==> config.mk <==
export PLATFORM = sky130hd
export DESIGN_NAME = tlptm_ctrl
export DESIGN_NICKNAME = d
export VERILOG_FILES = /design/src/rtl/two_level_page_table_manager_assert.svh /design/src/rtl/tlptm_pkg.sv /design/src/rtl/tlptm_ctrl.sv
export SDC_FILE = /design/constraint.sdc
export NUM_CORES = 1
export LEC_CHECK = 0
export BUFFER_PORTS_ARGS = -buffer_cell sky130_fd_sc_hd__clkbuf_2
export CAP_MARGIN = 20
export CORE_AREA = 2 2 39 41
export CTS_CLUSTER_DIAMETER = 50
export DETAILED_ROUTE_END_ITERATION = 8
export DIE_AREA = 0 0 41 43
export PLACE_DENSITY = 0.47
export SETUP_SLACK_MARGIN = 0.1
export SYNTH_ARGS = -nofsm -noshare
export SYNTH_HDL_FRONTEND = slang
export SYNTH_SLANG_ARGS = --single-unit
export TNS_END_PERCENT = 100
==> constraint.sdc <==
create_clock -name clk -period 2.9 [get_ports clk]
set_input_delay 0.145 -clock clk [delete_from_list [all_inputs] [get_ports clk]]
set_output_delay 0.145 -clock clk [all_outputs]
set_load 0.01 [all_outputs]
==> src/rtl/two_level_page_table_manager_assert.svh <==
// Assertion macros for the page table manager.
// Used by the top level; needs clk and rst_n in the including scope.
`ifndef TWO_LEVEL_PAGE_TABLE_MANAGER_ASSERT_SVH
`define TWO_LEVEL_PAGE_TABLE_MANAGER_ASSERT_SVH
`ifndef SYNTHESIS
`define TLPTM_NEVER(label, cond, msg) \
    label: assert property (@(posedge clk) disable iff (!rst_n) !(cond)) else $error(msg);
`define TLPTM_NEXT(label, ante, cons, msg) \
    label: assert property (@(posedge clk) disable iff (!rst_n) (ante) |=> (cons)) \
        else $error(msg);
`else
`define TLPTM_NEVER(label, cond, msg)
`define TLPTM_NEXT(label, ante, cons, msg)
`endif
`endif

==> src/rtl/tlptm_pkg.sv <==
// Shared types, codes and helpers for the page table manager.
// No dependencies.
package tlptm_pkg;

    localparam int TABLE_POOL_DEF = 16;
    localparam int DIR_ENTRIES    = 1024;
    localparam int CNT_W          = 21;

    typedef enum logic [1:0] {
        OP_MAP   = 2'd0,
        OP_UNMAP = 2'd1,
        OP_XLATE = 2'd2,
        OP_NONE  = 2'd3
    } op_t;

    localparam logic [2:0] STAT_SUCCESS    = 3'd0;
    localparam logic [2:0] STAT_NOT_MAPPED = 3'd1;
    localparam logic [2:0] STAT_MISALIGNED = 3'd2;
    localparam logic [2:0] STAT_NO_TABLE   = 3'd3;
    localparam logic [2:0] STAT_ALREADY    = 3'd4;

    localparam logic CFG_KERNEL_BASE      = 1'b0;
    localparam logic CFG_LOW_KERNEL_LIMIT = 1'b1;

    localparam logic [31:0] KERNEL_BASE_RST = 32'hC000_0000;
    localparam logic [31:0] LOW_LIMIT_RST   = 32'h0100_0000;

    typedef enum logic [2:0] {
        S_CLEAR,
        S_IDLE,
        S_DIR,
        S_TBL,
        S_DONE
    } state_t;

    typedef struct packed {
        logic [1:0]  operation;
        logic [31:0] virtual_address;
        logic [31:0] physical_address;
        logic [11:0] entry_flags;
    } req_t;

    typedef struct packed {
        logic [2:0]       status;
        logic [31:0]      translated_address;
        logic [CNT_W-1:0] mapped_total;
        logic [CNT_W-1:0] kernel_total;
        logic [CNT_W-1:0] nonkernel_total;
        logic [4:0]       tables_used;
    } rsp_t;

    typedef struct packed {
        logic clear_step;
        logic accept;
        logic dir_stage;
        logic tbl_stage;
        logic out_load;
    } cmd_t;

    typedef struct packed {
        logic sweep_last;
        logic dir_end;
        logic out_free;
    } sts_t;

    function automatic logic [CNT_W-1:0] dec_sat(input logic [CNT_W-1:0] v);
        dec_sat = (v == '0) ? v : v - 1'b1;
    endfunction

endpackage

==> src/rtl/tlptm_ctrl.sv <==
// Sequencer for the page table manager: clear pass, then one request at a time.
// Depends on tlptm_pkg.
module tlptm_ctrl (
    input  logic            clk,
    input  logic            rst_n,
    input  logic            req_valid,
    output logic            req_ready,
    input  tlptm_pkg::sts_t sts,
    output tlptm_pkg::cmd_t cmd
);
    import tlptm_pkg::*;

    state_t state_reg, state_next;

    always_ff @(posedge clk or negedge rst_n)
    begin
        if (!rst_n)
        begin
            state_reg <= S_CLEAR;
        end
        else
        begin
            state_reg <= state_next;
        end
    end

    always_comb
    begin
        state_next = state_reg;
        cmd        = '0;
        req_ready  = 1'b0;
        case (state_reg)
            S_CLEAR:
            begin
                cmd.clear_step = 1'b1;
                if (sts.sweep_last)
                begin
                    state_next = S_IDLE;
                end
            end
            S_IDLE:
            begin
                req_ready = 1'b1;
                if (req_valid)
                begin
                    cmd.accept = 1'b1;
                    state_next = S_DIR;
                end
            end
            S_DIR:
            begin
                cmd.dir_stage = 1'b1;
                state_next    = sts.dir_end ? S_DONE : S_TBL;
            end
            S_TBL:
            begin
                cmd.tbl_stage = 1'b1;
                state_next    = S_DONE;
            end
            S_DONE:
            begin
                if (sts.out_free)
                begin
                    cmd.out_load = 1'b1;
                    state_next   = S_IDLE;
                end
            end
            default:
            begin
                state_next = S_CLEAR;
            end
        endcase
    end
endmodule

==> metrics.md <==
| Metric | Value |
|---|---|
| Status | `complete, no violations` |
| Syn avg cell area | `9.12 µm²` |
| Starting Density | `0.158` |
| First-pass iteration count of the detailed router | `3` |
| Required time of the critical path | `2760 ps` |
| Hold Path End | `state_reg[1]` |
| Remaining antenna violation count | `0` |
| Hold WC Path Type | `in2reg` |
| Hold buffer count at CTS | `1` |
| CP Class | `reg2out` |
| Gate power share | `0.439` |
| Count of input and output buffers | `11` |
| R2R Path Start | `state_reg[2]` |
| Maximum root-to-sink buffer count | `2` |
| Placed instance area | `278 µm²` |
| Number of DRC violations after detailed-routing iteration 0 | `4` |
| Crit start category | `flop` |
| Reg2reg end | `state_reg[0]` |
| Vias | `223` |
| Clk Latency, worst-skew pair | `240 ps` |
| Internal power | `191 µW` |
| Mux cell area share after synthesis | `0.0686` |
| Skew final | `4.25 ps` |
| Largest net degree at the start of global routing | `12` |
| WL per Instance | `9.13 µm` |
| XOR/XNOR Fraction of Synth Area | `0` |
| Drt total wl | `493 µm` |
| Fin crit share | `0.485` |
| CTS Buf Count | `3` |
| Final Total Pwr | `324 µW` |
| DRC | `0` |
| Worst Hold Launch | `req_valid` |
| Worst-Margin Slew | `282 ps` |
| Peak Freq | `710 MHz` |
| Clock network power share | `0.231` |
| Hold depth | `3` |
| Max FFs per register | `3` |
| FP Rows | `14` |
| Share of power burned in registers | `0.330` |
| Total of max-cap violations | `0` |
| Setup bufs post-CTS | `0` |
| Grt ovf | `0` |
| Die Area | `0.00176 mm²` |
| Fillers | `153` |
| Maximum resistive drop on vdd | `0.000243 V` |
| Syn_nets | `30` |
| CTS tree | `done` |
| Most common cell after layout, fill and taps aside | `clkbuf_2` |
| Synth Area in Simple Gates | `0.411` |
| Gate Count Post-Synth | `24` |
| Synth Warn # | `0` |
| Root Driver | `clkbuf_4` |
| Initial antenna violation count | `0` |
| Setup TNS | `0 ps` |
| Ratio of cells with drive above 1 in the final layout | `0.395` |
| First-pass GRT wire length | `869 µm` |
| Setup WS pre-CTS | `1680 ps` |
| Final Max Tran Viols | `0` |
| Met2 Track Usage GR | `0.0938` |
| GRT Max-Usage Layer | `met1` |
| RSZ-0062 raised after global routing | `no` |
| Final setup viols | `0` |
| Mapped Area | `219 µm²` |
| DIE HEIGHT | `43 µm` |
| Most frequent cells in the layout | `11 x clkbuf_2, 4 x nor2_1, 3 x clkbuf_4, 3 x dfrtp_1, 2 x nor4b_1` |
| Largest family of logic cells by synthesized area | `simple AND/OR/NAND/NOR gates` |
| Crit Path Max Fanout | `11` |
| Area grow syn2layout | `43.4%` |
| CTS Sinks | `3` |
| Nets@finish | `45` |
| Pwr per Cell Area | `1030 mW/mm²` |
| Clock Pin Slew Worst Setup and Hold Paths | `40 ps` |
| Resized Gates After CTS | `0` |
| DPL Wire Length | `363 µm` |
| Arrival @ worst endpoint | `1260 ps` |
| Post-Layout Cell Count | `54` |
| Die X | `41 µm` |
| Vias per cell | `4.13` |
| Compound-gate portion of the synthesized area | `0.0857` |
| R2R setup slack | `1680 ps` |
| Reg2Reg Depth | `2` |
| CTS H-tree lvls | `1` |
| GRT Total Usage | `0.0806` |
| Adder-cell area share of the yosys netlist | `0` |
| CP Capture Type | `output pin` |
| NetSw | `133 µW` |
| Placed insts | `49` |
| Design Area, Final | `314 µm²` |
| Leakage power | `0.000157 µW` |
| Period minus WS final | `1410 ps` |
| Post-route setup slack | `1490 ps` |
| Netlist cell types | `18` |
| Net Sw Frac | `0.409` |
| M3 GR Usage | `0.0314` |
| Sequential fraction of the synthesis area | `0.343` |
| Final hold violations | `0` |
| GR met1 Demand/Resource | `0.104` |
| FF+latch count, synth | `3` |
| # diodes | `0` |
| Core area | `0.00138 mm²` |
| I/O Pins | `12` |
| Vias in the first global route | `211` |
| Worst rel slew slack | `0.809` |
| Placer Congestion | `0.675` |
## cell usage after synthesis (all sizes together)
master  instances  area, µm²
nor2            4       15.0
dfrtp           3       75.1
buf             2       16.3
nor4b           2       17.5
a211o           1       8.76
a21oi           1       5.00
and2            1       6.26
and3            1       6.26
inv             1       3.75
mux2            1       15.0
nand2b          1       6.26
nand3b          1       7.51
nor3            1       5.00
nor3b           1       7.51
o21ai           1       5.00
or3b            1       8.76
or4b            1       10.0
## per-layer routing
| metal | up-vias | routed length [µm] |
|---|---|---|
| li1 | 112 | - |
| met1 | 102 | 215 |
| met2 | 9 | 231 |
| met3 | 0 | 46 |
| met4 | 0 | 0 |
| met5 | - | 0 |
## power by group through the flow
stage / clock (µW) / sequential [µW] / combinational [µW]
6_report: 74.8 / 107 / 142
5_1_grt: 82.2 / 116 / 163
4_1_cts: 79.3 / 107 / 146
3_5_place_dp: 0 / 107 / 144
3_3_place_gp: 0 / 108 / 144
2_1_floorplan: 0 / 76.0 / 136
## layout make-up
type,instances,area (µm²),share of cell area
Tap cell,16,20.0,0.0637
Sequential cell,3,75.1,0.239
Timing Repair Buffer,12,65.1,0.207
Multi-Input combinational cell,18,124,0.394
Inverter,1,3.75,0.0120
Clock buffer,4,26.3,0.0837
## per-stage QoR
stage	util	hold WS [ps]
2_1_floorplan	-	-151
3_3_place_gp	0.201	-55.4
3_5_place_dp	0.201	-58.4
4_1_cts	0.227	184
5_1_grt	0.227	211
6_report	0.227	190
## critical path, cell delays in order, from the launching register on
cell and delay [ps]:
dfrtp_1 490, nor3b_1 260, and2_1 160, clkbuf_2 120
## how the worst max path moves through the flow
stage            startpoint           end  slack (ps)  cells after the start
6_report       state_reg[0]        cmd[3]        1490                      3
5_1_grt        state_reg[0]        cmd[3]        1340                      3
4_1_cts        state_reg[0]        cmd[3]        1460                      3
3_5_place_dp   state_reg[2]  state_reg[0]        1680                      2
3_3_place_gp   state_reg[2]  state_reg[0]        1680                      2
2_1_floorplan  state_reg[0]        cmd[3]        1670                      3
## cells by family (layout without fill, tap and decap cells)
family,Yosys count,after routing
mux,1,1
simple gates,14,14
compound gates,3,3
buf+inv,3,17
flops,3,3
No activity file was read; power rests on OpenSTA's default activity.
